===== src/sv/assert_macros.svh =====
// Assertion macros used by the RTL top level, heap_block_allocator.
`ifndef ASSERT_MACROS_SVH
`define ASSERT_MACROS_SVH

// Concurrent check on the rising clock edge, switched off while reset is low.
`define HBA_ASSERT(lbl, prop, msg) \
  lbl: assert property (@(posedge clk_i) disable iff (!rst_ni) (prop)) else $error(msg);

// Implication whose consequent is checked in the cycle after its antecedent.
`define HBA_ASSERT_NEXT(lbl, ante, cons, msg) \
  lbl: assert property (@(posedge clk_i) disable iff (!rst_ni) (ante) |=> (cons)) \
    else $error(msg);

`endif


===== src/sv/hba_pkg.sv =====
`default_nettype none
package hba_pkg;

  localparam int MAX_BLOCKS_DEF   = 64;
  localparam int HEAP_BYTES_DEF   = 65536;
  localparam int HEADER_BYTES_DEF = 32;

  localparam logic [1:0] FIT_FIRST = 2'd0;
  localparam logic [1:0] FIT_BEST  = 2'd1;
  localparam logic [1:0] FIT_WORST = 2'd2;
  localparam logic [1:0] FIT_NEXT  = 2'd3;

  localparam logic CFG_FIT_POLICY = 1'b0;
  localparam logic CFG_HEAP_LIMIT = 1'b1;

  localparam logic MODE_ALLOC = 1'b0;
  localparam logic MODE_FREE  = 1'b1;

  typedef enum logic [1:0] {
    STAT_DONE     = 2'd0,
    STAT_NULL     = 2'd1,
    STAT_NO_SPACE = 2'd2,
    STAT_BAD_FREE = 2'd3
  } hba_status_e;

  typedef enum logic [3:0] {
    S_IDLE,
    S_RD,
    S_EVAL,
    S_ALLOC_END,
    S_NEXT_RD,
    S_NEXT_CAP,
    S_MERGE,
    S_SHIFT_RD,
    S_SHIFT_WR,
    S_DONE
  } hba_state_e;

  typedef struct packed {
    logic        mode;
    logic [15:0] request_bytes;
    logic [15:0] release_address;
  } hba_in_t;

  typedef struct packed {
    logic [15:0] data_address;
    hba_status_e status;
  } hba_out_t;

  typedef struct packed {
    logic        load;
    logic        rd_idx;
    logic        rd_next;
    logic        scan_step;
    logic        capture_k;
    logic        capture_next;
    logic        alloc_end;
    logic        free_merge;
    logic        shift_wr;
    logic        set_res;
    hba_status_e res_code;
    logic        out_load;
  } hba_cmd_t;

  typedef struct packed {
    logic in_null;
    logic in_free;
    logic op_free;
    logic tbl_empty;
    logic last_entry;
    logic stop_hit;
    logic addr_hit;
    logic cur_free;
    logic has_next;
    logic shift_none;
    logic shift_last;
    logic out_free;
  } hba_stat_t;

endpackage
`default_nettype wire


===== src/sv/hba_ctrl.sv =====
`default_nettype none
module hba_ctrl (
  input  wire logic              clk_i,
  input  wire logic              rst_ni,
  input  wire logic              in_valid_i,
  output logic                   in_stall_o,
  input  wire hba_pkg::hba_stat_t stat_i,
  output hba_pkg::hba_cmd_t      cmd_o
);
  import hba_pkg::*;

  hba_state_e state_q, state_d;

  always_ff @(posedge clk_i or negedge rst_ni) begin
    if (!rst_ni) begin
      state_q <= S_IDLE;
    end else begin
      state_q <= state_d;
    end
  end

  assign in_stall_o = (state_q != S_IDLE);

  always_comb begin
    state_d = state_q;
    cmd_o = '0;
    cmd_o.res_code = STAT_DONE;
    unique case (state_q)
      S_IDLE: begin
        if (in_valid_i) begin
          cmd_o.load = 1'b1;
          if (stat_i.in_null) begin
            cmd_o.set_res = 1'b1;
            cmd_o.res_code = STAT_NULL;
            state_d = S_DONE;
          end else if (stat_i.tbl_empty) begin
            if (stat_i.in_free) begin
              cmd_o.set_res = 1'b1;
              cmd_o.res_code = STAT_BAD_FREE;
              state_d = S_DONE;
            end else begin
              state_d = S_ALLOC_END;
            end
          end else begin
            state_d = S_RD;
          end
        end
      end
      S_RD: begin
        cmd_o.rd_idx = 1'b1;
        state_d = S_EVAL;
      end
      S_EVAL: begin
        if (stat_i.op_free) begin
          if (stat_i.addr_hit) begin
            cmd_o.capture_k = 1'b1;
            if (stat_i.cur_free) begin
              cmd_o.set_res = 1'b1;
              cmd_o.res_code = STAT_BAD_FREE;
              state_d = S_DONE;
            end else if (stat_i.has_next) begin
              state_d = S_NEXT_RD;
            end else begin
              state_d = S_MERGE;
            end
          end else begin
            cmd_o.scan_step = 1'b1;
            if (stat_i.last_entry) begin
              cmd_o.set_res = 1'b1;
              cmd_o.res_code = STAT_BAD_FREE;
              state_d = S_DONE;
            end else begin
              state_d = S_RD;
            end
          end
        end else begin
          cmd_o.scan_step = 1'b1;
          if (stat_i.stop_hit || stat_i.last_entry) begin
            state_d = S_ALLOC_END;
          end else begin
            state_d = S_RD;
          end
        end
      end
      S_ALLOC_END: begin
        cmd_o.alloc_end = 1'b1;
        state_d = S_DONE;
      end
      S_NEXT_RD: begin
        cmd_o.rd_next = 1'b1;
        state_d = S_NEXT_CAP;
      end
      S_NEXT_CAP: begin
        cmd_o.capture_next = 1'b1;
        state_d = S_MERGE;
      end
      S_MERGE: begin
        cmd_o.free_merge = 1'b1;
        if (stat_i.shift_none) begin
          cmd_o.set_res = 1'b1;
          state_d = S_DONE;
        end else begin
          state_d = S_SHIFT_RD;
        end
      end
      S_SHIFT_RD: begin
        cmd_o.rd_idx = 1'b1;
        state_d = S_SHIFT_WR;
      end
      S_SHIFT_WR: begin
        cmd_o.shift_wr = 1'b1;
        if (stat_i.shift_last) begin
          cmd_o.set_res = 1'b1;
          state_d = S_DONE;
        end else begin
          state_d = S_SHIFT_RD;
        end
      end
      S_DONE: begin
        if (stat_i.out_free) begin
          cmd_o.out_load = 1'b1;
          state_d = S_IDLE;
        end
      end
      default: begin
        state_d = S_IDLE;
      end
    endcase
  end

endmodule
`default_nettype wire


===== src/sv/hba_datapath.sv =====
`default_nettype none
module hba_datapath #(
  parameter int MaxBlocks   = 64,
  parameter int HeapBytes   = 65536,
  parameter int HeaderBytes = 32
) (
  input  wire logic               clk_i,
  input  wire logic               rst_ni,
  input  wire hba_pkg::hba_cmd_t  cmd_i,
  output hba_pkg::hba_stat_t      stat_o,
  input  wire hba_pkg::hba_in_t   in_data_i,
  output logic                    out_valid_o,
  input  wire logic               out_stall_i,
  output hba_pkg::hba_out_t       out_data_o,
  input  wire logic               cfg_valid_i,
  input  wire logic               cfg_index_i,
  input  wire logic [16:0]        cfg_data_i
);
  import hba_pkg::*;

  localparam int IW  = $clog2(MaxBlocks);
  localparam int CW  = $clog2(MaxBlocks + 1);
  localparam int HW  = $clog2(HeapBytes + 1);
  localparam int LW  = (HW > 17) ? HW : 17;
  localparam int EW  = LW + 1;
  localparam int GW  = LW + 2;
  localparam logic [LW-1:0] HDR    = LW'(HeaderBytes);
  localparam logic [CW-1:0] MAXC   = CW'(MaxBlocks);
  localparam logic [GW-1:0] HEAP_G = GW'(HeapBytes);

  // Each table entry holds {length, free mark}.
  logic [EW-1:0] mem_q [MaxBlocks];
  logic [EW-1:0] rd_q;

  logic [CW-1:0] count_q, resume_q;
  logic [LW-1:0] top_q;
  logic [1:0]    policy_q;
  logic [16:0]   limit_q;
  logic          mode_q;
  logic [LW-1:0] size_q;
  logic [15:0]   rel_q;
  logic [IW-1:0] idx_q;
  logic [LW-1:0] acc_q;
  logic          found_q;
  logic [IW-1:0] fidx_q;
  logic [LW-1:0] flen_q, faddr_q;
  logic          prev_free_q, next_free_q;
  logic [LW-1:0] prev_len_q, next_len_q, cur_len_q;
  logic [1:0]    shift_r_q;
  logic          out_valid_q;
  hba_out_t      out_q, res_q;

  logic [16:0]   req_round;
  logic [LW-1:0] e_len;
  logic          e_free;
  logic [CW-1:0] start_idx, idx_c;
  logic          candidate, better;
  logic [GW-1:0] need, lim;
  logic          grow_ok;
  logic [1:0]    merge_r;
  logic [LW-1:0] new_len;
  logic [IW-1:0] survivor, shift_dst;
  logic [CW:0]   shift_src;
  logic [CW-1:0] res_adj1, res_adj2;
  logic          mem_we, rd_en;
  logic [IW-1:0] mem_wa, rd_a;
  logic [EW-1:0] mem_wd;

  assign req_round = ({1'b0, in_data_i.request_bytes} + 17'd3) & ~17'd3;
  assign e_len  = rd_q[EW-1:1];
  assign e_free = rd_q[0];
  assign idx_c  = CW'(idx_q);

  assign start_idx = (policy_q == FIT_NEXT && resume_q < count_q) ? resume_q : '0;
  assign candidate = e_free && (e_len >= size_q) && (idx_c >= start_idx);
  assign better = !found_q || (policy_q == FIT_BEST && e_len < flen_q) ||
                  (policy_q == FIT_WORST && e_len > flen_q);

  assign need = GW'(top_q) + GW'(HDR) + GW'(size_q);
  assign lim  = (GW'(limit_q) < HEAP_G) ? GW'(limit_q) : HEAP_G;
  assign grow_ok = (count_q < MAXC) && (need <= lim);

  assign merge_r  = {1'b0, next_free_q} + {1'b0, prev_free_q};
  assign new_len  = cur_len_q + (next_free_q ? HDR + next_len_q : '0) +
                    (prev_free_q ? prev_len_q + HDR : '0);
  assign survivor = prev_free_q ? idx_q - IW'(1) : idx_q;
  assign shift_src = (CW+1)'(idx_q) + (CW+1)'(1) + (CW+1)'(next_free_q);
  assign shift_dst = idx_q - IW'(shift_r_q);

  // Entries above an absorbed one move down, so the next-fit mark follows them.
  always_comb begin
    res_adj1 = resume_q;
    if (next_free_q && resume_q < MAXC && resume_q >= idx_c + CW'(1)) begin
      res_adj1 = resume_q - CW'(1);
    end
    res_adj2 = res_adj1;
    if (prev_free_q && res_adj1 < MAXC && res_adj1 >= idx_c) begin
      res_adj2 = res_adj1 - CW'(1);
    end
  end

  always_comb begin
    stat_o.in_null = (in_data_i.mode == MODE_FREE) ? (in_data_i.release_address == 16'd0)
                                                   : (in_data_i.request_bytes == 16'd0);
    stat_o.in_free    = (in_data_i.mode == MODE_FREE);
    stat_o.op_free    = (mode_q == MODE_FREE);
    stat_o.tbl_empty  = (count_q == '0);
    stat_o.last_entry = (idx_c + CW'(1) == count_q);
    stat_o.stop_hit   = candidate && (policy_q == FIT_FIRST || policy_q == FIT_NEXT);
    stat_o.addr_hit   = (acc_q + HDR) == LW'(rel_q);
    stat_o.cur_free   = e_free;
    stat_o.has_next   = (idx_c + CW'(1) < count_q);
    stat_o.shift_none = (merge_r == 2'd0) || (shift_src >= (CW+1)'(count_q));
    stat_o.shift_last = ((CW+1)'(idx_q) + (CW+1)'(1) ==
                         (CW+1)'(count_q) + (CW+1)'(shift_r_q));
    stat_o.out_free   = !out_valid_q || !out_stall_i;
  end

  always_comb begin
    mem_we = 1'b0;
    mem_wa = '0;
    mem_wd = '0;
    if (cmd_i.alloc_end) begin
      if (found_q) begin
        mem_we = 1'b1;
        mem_wa = fidx_q;
        mem_wd = {flen_q, 1'b0};
      end else if (grow_ok) begin
        mem_we = 1'b1;
        mem_wa = count_q[IW-1:0];
        mem_wd = {size_q, 1'b0};
      end
    end else if (cmd_i.free_merge) begin
      mem_we = 1'b1;
      mem_wa = survivor;
      mem_wd = {new_len, 1'b1};
    end else if (cmd_i.shift_wr) begin
      mem_we = 1'b1;
      mem_wa = shift_dst;
      mem_wd = rd_q;
    end
  end

  assign rd_en = cmd_i.rd_idx || cmd_i.rd_next;
  assign rd_a  = cmd_i.rd_next ? idx_q + IW'(1) : idx_q;

  always_ff @(posedge clk_i) begin
    if (mem_we) begin
      mem_q[mem_wa] <= mem_wd;
    end
    if (rd_en) begin
      rd_q <= mem_q[rd_a];
    end
  end

  always_ff @(posedge clk_i or negedge rst_ni) begin
    if (!rst_ni) begin
      count_q     <= '0;
      top_q       <= '0;
      resume_q    <= MAXC;
      policy_q    <= FIT_FIRST;
      limit_q     <= 17'h10000;
      found_q     <= 1'b0;
      prev_free_q <= 1'b0;
      next_free_q <= 1'b0;
      out_valid_q <= 1'b0;
      mode_q      <= MODE_ALLOC;
      idx_q       <= '0;
      shift_r_q   <= '0;
    end else begin
      if (cfg_valid_i) begin
        if (cfg_index_i == CFG_FIT_POLICY) begin
          policy_q <= cfg_data_i[1:0];
        end else begin
          limit_q <= cfg_data_i;
        end
      end
      if (cmd_i.load) begin
        mode_q      <= in_data_i.mode;
        idx_q       <= '0;
        found_q     <= 1'b0;
        prev_free_q <= 1'b0;
        next_free_q <= 1'b0;
      end
      if (cmd_i.scan_step) begin
        idx_q <= idx_q + IW'(1);
        if (mode_q == MODE_ALLOC && candidate && better) begin
          found_q <= 1'b1;
        end
        prev_free_q <= e_free;
      end
      if (cmd_i.capture_next) begin
        next_free_q <= e_free;
      end
      if (cmd_i.alloc_end) begin
        if (policy_q == FIT_NEXT) begin
          resume_q <= found_q ? CW'(fidx_q) : MAXC;
        end
        if (!found_q && grow_ok) begin
          count_q <= count_q + CW'(1);
          top_q   <= LW'(need);
        end
      end
      if (cmd_i.free_merge) begin
        count_q   <= count_q - CW'(merge_r);
        resume_q  <= res_adj2;
        shift_r_q <= merge_r;
        idx_q     <= shift_src[IW-1:0];
      end
      if (cmd_i.shift_wr) begin
        idx_q <= idx_q + IW'(1);
      end
      if (cmd_i.out_load) begin
        out_valid_q <= 1'b1;
      end else if (!out_stall_i) begin
        out_valid_q <= 1'b0;
      end
    end
  end

  always_ff @(posedge clk_i) begin
    if (cmd_i.load) begin
      size_q <= LW'(req_round);
      rel_q  <= in_data_i.release_address;
      acc_q  <= '0;
    end
    if (cmd_i.scan_step) begin
      acc_q <= acc_q + HDR + e_len;
      if (mode_q == MODE_ALLOC && candidate && better) begin
        fidx_q  <= idx_q;
        flen_q  <= e_len;
        faddr_q <= acc_q + HDR;
      end
      prev_len_q <= e_len;
    end
    if (cmd_i.capture_k) begin
      cur_len_q <= e_len;
    end
    if (cmd_i.capture_next) begin
      next_len_q <= e_len;
    end
    if (cmd_i.set_res) begin
      res_q.data_address <= 16'd0;
      res_q.status       <= cmd_i.res_code;
    end
    if (cmd_i.alloc_end) begin
      if (found_q) begin
        res_q.data_address <= faddr_q[15:0];
        res_q.status       <= STAT_DONE;
      end else if (grow_ok) begin
        res_q.data_address <= 16'(top_q + HDR);
        res_q.status       <= STAT_DONE;
      end else begin
        res_q.data_address <= 16'd0;
        res_q.status       <= STAT_NO_SPACE;
      end
    end
    if (cmd_i.out_load) begin
      out_q <= res_q;
    end
  end

  assign out_valid_o = out_valid_q;
  assign out_data_o  = out_q;

endmodule
`default_nettype wire


===== src/sv/heap_block_allocator.sv =====
// Each table entry scanned is read and then evaluated; a free that merges then
// reads and writes back each entry that moves down.
// One request at a time: no new request is taken until the last result is loaded for output,
// and the table memory is read and then evaluated one entry at a time.
// Reset (asynchronous, active low) empties the table, zeroes the heap top and
// restores first fit and a 65536-byte limit; the table memory itself is not cleared.
`default_nettype none
`include "assert_macros.svh"
module heap_block_allocator #(
  parameter int MaxBlocks   = hba_pkg::MAX_BLOCKS_DEF,
  parameter int HeapBytes   = hba_pkg::HEAP_BYTES_DEF,
  parameter int HeaderBytes = hba_pkg::HEADER_BYTES_DEF
) (
  input  wire logic             clk_i,
  input  wire logic             rst_ni,
  input  wire logic             in_valid_i,
  output logic                  in_stall_o,
  input  wire hba_pkg::hba_in_t in_data_i,
  output logic                  out_valid_o,
  input  wire logic             out_stall_i,
  output hba_pkg::hba_out_t     out_data_o,
  input  wire logic             cfg_valid_i,
  output logic                  cfg_ready_o,
  input  wire logic             cfg_index_i,
  input  wire logic [16:0]      cfg_data_i
);
  import hba_pkg::*;

  hba_cmd_t  cmd;
  hba_stat_t stat;

  assign cfg_ready_o = 1'b1;

  hba_ctrl u_ctrl (
    .clk_i      (clk_i),
    .rst_ni     (rst_ni),
    .in_valid_i (in_valid_i),
    .in_stall_o (in_stall_o),
    .stat_i     (stat),
    .cmd_o      (cmd)
  );

  hba_datapath #(
    .MaxBlocks   (MaxBlocks),
    .HeapBytes   (HeapBytes),
    .HeaderBytes (HeaderBytes)
  ) u_datapath (
    .clk_i       (clk_i),
    .rst_ni      (rst_ni),
    .cmd_i       (cmd),
    .stat_o      (stat),
    .in_data_i   (in_data_i),
    .out_valid_o (out_valid_o),
    .out_stall_i (out_stall_i),
    .out_data_o  (out_data_o),
    .cfg_valid_i (cfg_valid_i),
    .cfg_index_i (cfg_index_i),
    .cfg_data_i  (cfg_data_i)
  );

  // An accepted request keeps the block busy until its result is loaded.
  `HBA_ASSERT_NEXT(a_busy_after_req, in_valid_i && !in_stall_o, in_stall_o, "idle after request")
  // A waiting result is never overwritten.
  `HBA_ASSERT(a_no_overwrite, cmd.out_load |-> (!out_valid_o || !out_stall_i), "result lost")
  // Only one source writes the table in a cycle.
  `HBA_ASSERT(a_one_writer, $onehot0({cmd.alloc_end, cmd.free_merge, cmd.shift_wr}), "two writers")

endmodule
`default_nettype wire


===== config.mk =====
export PLATFORM = sky130hd
export DESIGN_NAME = heap_block_allocator
export DESIGN_NICKNAME = d
export VERILOG_FILES = /design/src/sv/hba_pkg.sv /design/src/sv/hba_ctrl.sv /design/src/sv/hba_datapath.sv /design/src/sv/heap_block_allocator.sv
export VERILOG_INCLUDE_DIRS = /design/src /design/src/sv
export SDC_FILE = /design/constraint.sdc
export NUM_CORES = 2
export LEC_CHECK = 0
export ABC_CLOCK_PERIOD_IN_PS = 8680
export CAP_MARGIN = 30
export CORE_ASPECT_RATIO = 0.9
export CORE_MARGIN = 5
export CORE_UTILIZATION = 45
export CTS_CLUSTER_SIZE = 25
export DETAILED_ROUTE_END_ITERATION = 10
export DONT_BUFFER_PORTS = 1
export SLEW_MARGIN = 20
export SYNTH_ARGS = -nofsm -noshare
export SYNTH_HDL_FRONTEND = slang
export SYNTH_SLANG_ARGS = --single-unit

===== constraint.sdc =====
create_clock -name clk_i -period 8.68 [get_ports clk_i]
set_clock_uncertainty 0.2 [all_clocks]
set_input_delay 2.604 -clock clk_i [delete_from_list [all_inputs] [get_ports clk_i]]
set_output_delay 2.604 -clock clk_i [all_outputs]
set_load 0.01 [all_outputs]

==> metrics.md <==
| Metric | Value |
|---|---|
| Outcome | completed |
| Iter 0 DRT Violations | about 3100 |
| Slack of the worst reg-to-reg path | approximately 1500 ps |
| HP Start | u_datapath.res_q[1] |
| Vias in the first global route | between 30000 and 40000 |
| CP Max Fanout | 10 |
| Fmax | roughly 0.14 GHz |
| Top delay family on crit path | simple AND/OR/NAND/NOR gates |
| DIE AREA | 143000 sq um |
| Vias/cell | slightly below 6 |
| Wirelength, routed | 148 mm |
| Fraction of registers with async set or reset after synthesis | roughly 4.6% |
| Clock latency on the worst-skew pair | ~760 ps |
| Post-layout min period | just over 7000 ps |
| Number of setup buffers added after CTS | 0 |
| Top area cells in the synthesized netlist | edfxtp_1 66%, mux4_2 13%, ha_1 3.3%, dfrtp_1 2.6%, xnor2_1 1.3% |
| Area growth from synthesis to layout | 12.7% |
| Cts hold-fix bufs | 0 |
| Yosys warns | 0 |
| Crit start category | flip-flop |
| Die Wd | around 400 um |
| Initial antenna violation count | 0 |
| Cell count after synthesis | 3365 |
| Final core occ | 50.8% |
| Synth unique cells | 87 |
| Logic pwr share | about a third |
| PwrDens | between 300 and 400 nW/um^2 |
| RSZ-0062 raised after global routing | no |
| Post-synth top cells | 1344 x edfxtp_1, 360 x mux4_2, 173 x nor2_1 |
| Die Y | roughly 360 um |
| IO Count | 77 |
| Worst r2r src | u_datapath.top_q[5] |
| Setup Viol. Count Final | 0 |
| Data arrival, critical path | between 7000 and 8000 ps |
| Hold Path Depth | 0 |
| Via count | 31700 |
| Row Count | roughly 130 |
| P_int | about 15 mW |
| Sequential share of power | around two fifths |
| Synthesized area | a little over 60000 sq um |
| Ant diodes | 0 |
| FF-to-FF End | u_datapath.mem_q[59][2] |
| CTS max path bufs | 3 |
| Fin Setup TNS | 0 ps |
| Highest cell delay on the worst timing path | ~840 ps |
| Final ANT Viol Nets | 0 |
| R2R depth | 20 |
| Sequential share of the synthesized area | around 69% |
| IO Port Bufs | 0 |
| EDFF count, synth | 1344 |
| Final Hold Viols | 0 |
| Fillers | about 11000 |
| Core area | around 130000 sq um |
| Cell Chain, Critical Path | ha_1 > nand3_1 > nor2_1 > xor2_1 > ha_1 > and4_1 > and3_1 > a221o_1 > nor2_1 > xnor2_1 > ha_1 > o21ai_0 > a31oi_1 > a2111oi_1 > o21ai_0 > a21o_1 > o21ai_0 > nand3_1 > nor2_2 > buf_6 |
| Clock Power Share | around a quarter |
| Net Sw Frac | between 30% and 40% |
| Post-synth net total | 3602 |
| Starting Density | between 40% and 50% |
| Worst-Margin Slew | around 1100 ps |
| Residual DRC count | 0 |
| Count leader, synth | edfxtp_1 |
| GR Overflow Total | 0 |
| Hold Path Class | reg2reg |
| Maximum vdd drop | around 0.24 mV |
| Post-synth top area cell | edfxtp_1 |
| Leak | between 20 and 25 nW |
| Wire per inst | between 20 and 30 um |
| Root buf cell | clkbuf_16 |
| Syn avg cell area | around 18 sq um |
| First-pass GRT wire length | approximately 220 mm |
| Final GP Congestion | 0.887 |
| Setup crit end kind | flip-flop |
| Hpwl dp | approximately 94 mm |
| Largest net degree at the start of global routing | approximately 140 |
| Share of cells above drive strength 1 | 22.6% |
| CTS H-tree depth | 4 |
| Total CTS buffers | between 100 and 150 |
| Pre-antenna DRT Iters | 6 |
| WS Path Type | reg2reg |
| CP max-delay cell | nand3_1 |
| Critical path required time | just under 9000 ps |
| TritonCTS clock tree | done |
| Yosys reg bits | 1409 |
| Clk slew on worst S/H paths | ~60 ps |
| CP bufs+invs | 1 |
| Clk sinks | roughly 1400 |
| WHS Endpoint | u_datapath.out_data_o[1] |
| Global-route usage over all layers | 20.8% |
| Final #Nets | around 3700 |
| Post_cts resized | 0 |
| Fin. max-slew vios | 0 |
| Slew headroom | slightly below 30% |
| Final worst-path cycle share | 82.4% |
| Max-cap violations | 0 |
| Net switching power | about 7.6 mW |
| Most used DFF post-synth | edfxtp_1 |
| Post-synth top area share | roughly 66% |
## cell type report
cell class                      count  area, sq um  share of cell area, %
Clock buffer                      177         3750                   5.47
Clock inverter                     79          688                   1.00
Inverter                          141          529                  0.773
Multi-Input combinational cell   1685        18100                   26.4
Sequential cell                  1409        42000                   61.3
Tap cell                         1820         2280                   3.32
Timing Repair Buffer              122         1180                   1.72
## metrics by stage
stage | power, mW | hold WS [ps] | setup WS [ps] | cell area [sq um] | instances
CTS | 22.9 | 220 | 1610 | 68300 | 5418
detailed placement | 17.0 | 205 | 1610 | 63900 | 5162
global route | 23.9 | 222 | 1180 | 68500 | 5433
floorplan | 14.5 | 200 | 1380 | 60800 | 3365
global placement | 16.9 | 201 | 1800 | 63600 | 5143
finish | 22.8 | 218 | 1530 | 68500 | 5433
## power groups by stage
| stage | sequential [mW] | combinational (mW) | clock, mW |
|---|---|---|---|
| after floorplan | 8.99 | 5.46 | 0 |
| after global placement | 9.19 | 7.74 | 0 |
| after global routing | 9.12 | 8.49 | 6.28 |
| final | 9.06 | 7.85 | 5.87 |
| after CTS | 9.06 | 7.87 | 5.99 |
| after detailed placement | 9.20 | 7.84 | 0 |
## worst register-to-register path, delay by kind of cell, from the launching register on
| kind | cells | cell delay [ps] |
|---|---|---|
| adder cells (fa/ha/maj) | 3 | 790 |
| buffers and inverters | 1 | 250 |
| AND/OR/NAND/NOR | 7 | 2640 |
| AO/OA/AOI/OAI | 7 | 2150 |
| flip-flops | 1 | 410 |
| XOR/XNOR | 2 | 380 |
## worst max path at each step
stage                     slack [ps]                        to           startpoint  cells past startpoint
after floorplan                 1380   u_datapath.mem_q[0][10]  u_datapath.top_q[5]                     19
after global placement          1800   u_datapath.mem_q[59][6]  u_datapath.top_q[5]                     19
after detailed placement        1610  u_datapath.mem_q[19][13]  u_datapath.top_q[5]                     19
after CTS                       1610   u_datapath.mem_q[19][2]  u_datapath.top_q[5]                     19
after global routing            1180   u_datapath.mem_q[53][1]  u_datapath.top_q[5]                     19
final                           1530   u_datapath.mem_q[59][2]  u_datapath.top_q[5]                     20
## cells in the final DEF (no fill, tap or decap), types with 78 or more instances in the layout
cell type and count:
edfxtp_1 1344, mux4_2 360, nand2_1 168, ha_1 159, clkbuf_16 145, inv_1 138, nor2_1 107, xnor2_1 86
buf_4 84, a21oi_1 78
## flip-flops by register name, indices dropped and copies added, names as in the netlist, 2 cells and up
name / flops
u_datapath.mem_q: 1152
u_datapath.out_data_o: 18
u_datapath.rd_q: 18
u_datapath.res_q: 18
u_datapath.acc_q: 17
u_datapath.cur_len_q: 17
u_datapath.flen_q: 17
u_datapath.limit_q: 17
u_datapath.next_len_q: 17
u_datapath.prev_len_q: 17
u_datapath.faddr_q: 16
u_datapath.rel_q: 16
u_datapath.size_q: 15
u_datapath.top_q: 15
u_datapath.count_q: 7
u_datapath.resume_q: 7
u_datapath.fidx_q: 6
u_datapath.idx_q: 6
u_ctrl.state_q: 4
u_datapath.policy_q: 2
u_datapath.shift_r_q: 2
## metal layers
| metal | vias up | routed length, um | GRT usage, % |
|---|---|---|---|
| li1 | 13800 | - | - |
| met1 | 16600 | 66600 | 30.6 |
| met2 | 1095 | 68300 | 32.2 |
| met3 | 203 | 9880 | 3.94 |
| met4 | 0 | 3510 | 5.33 |
| met5 | - | 0 | 0 |
## logic make-up after synthesis
family	Yosys count	synth area share, %
compound gates	382	4.28
xor+xnor	146	2.23
fa+ha+maj	181	4.00
buf+inv	271	1.89
flops	1409	69.1
mux	399	14.0
other cells	1	0.00617
simple gates	576	4.47
(Power assumes the default switching activity.)
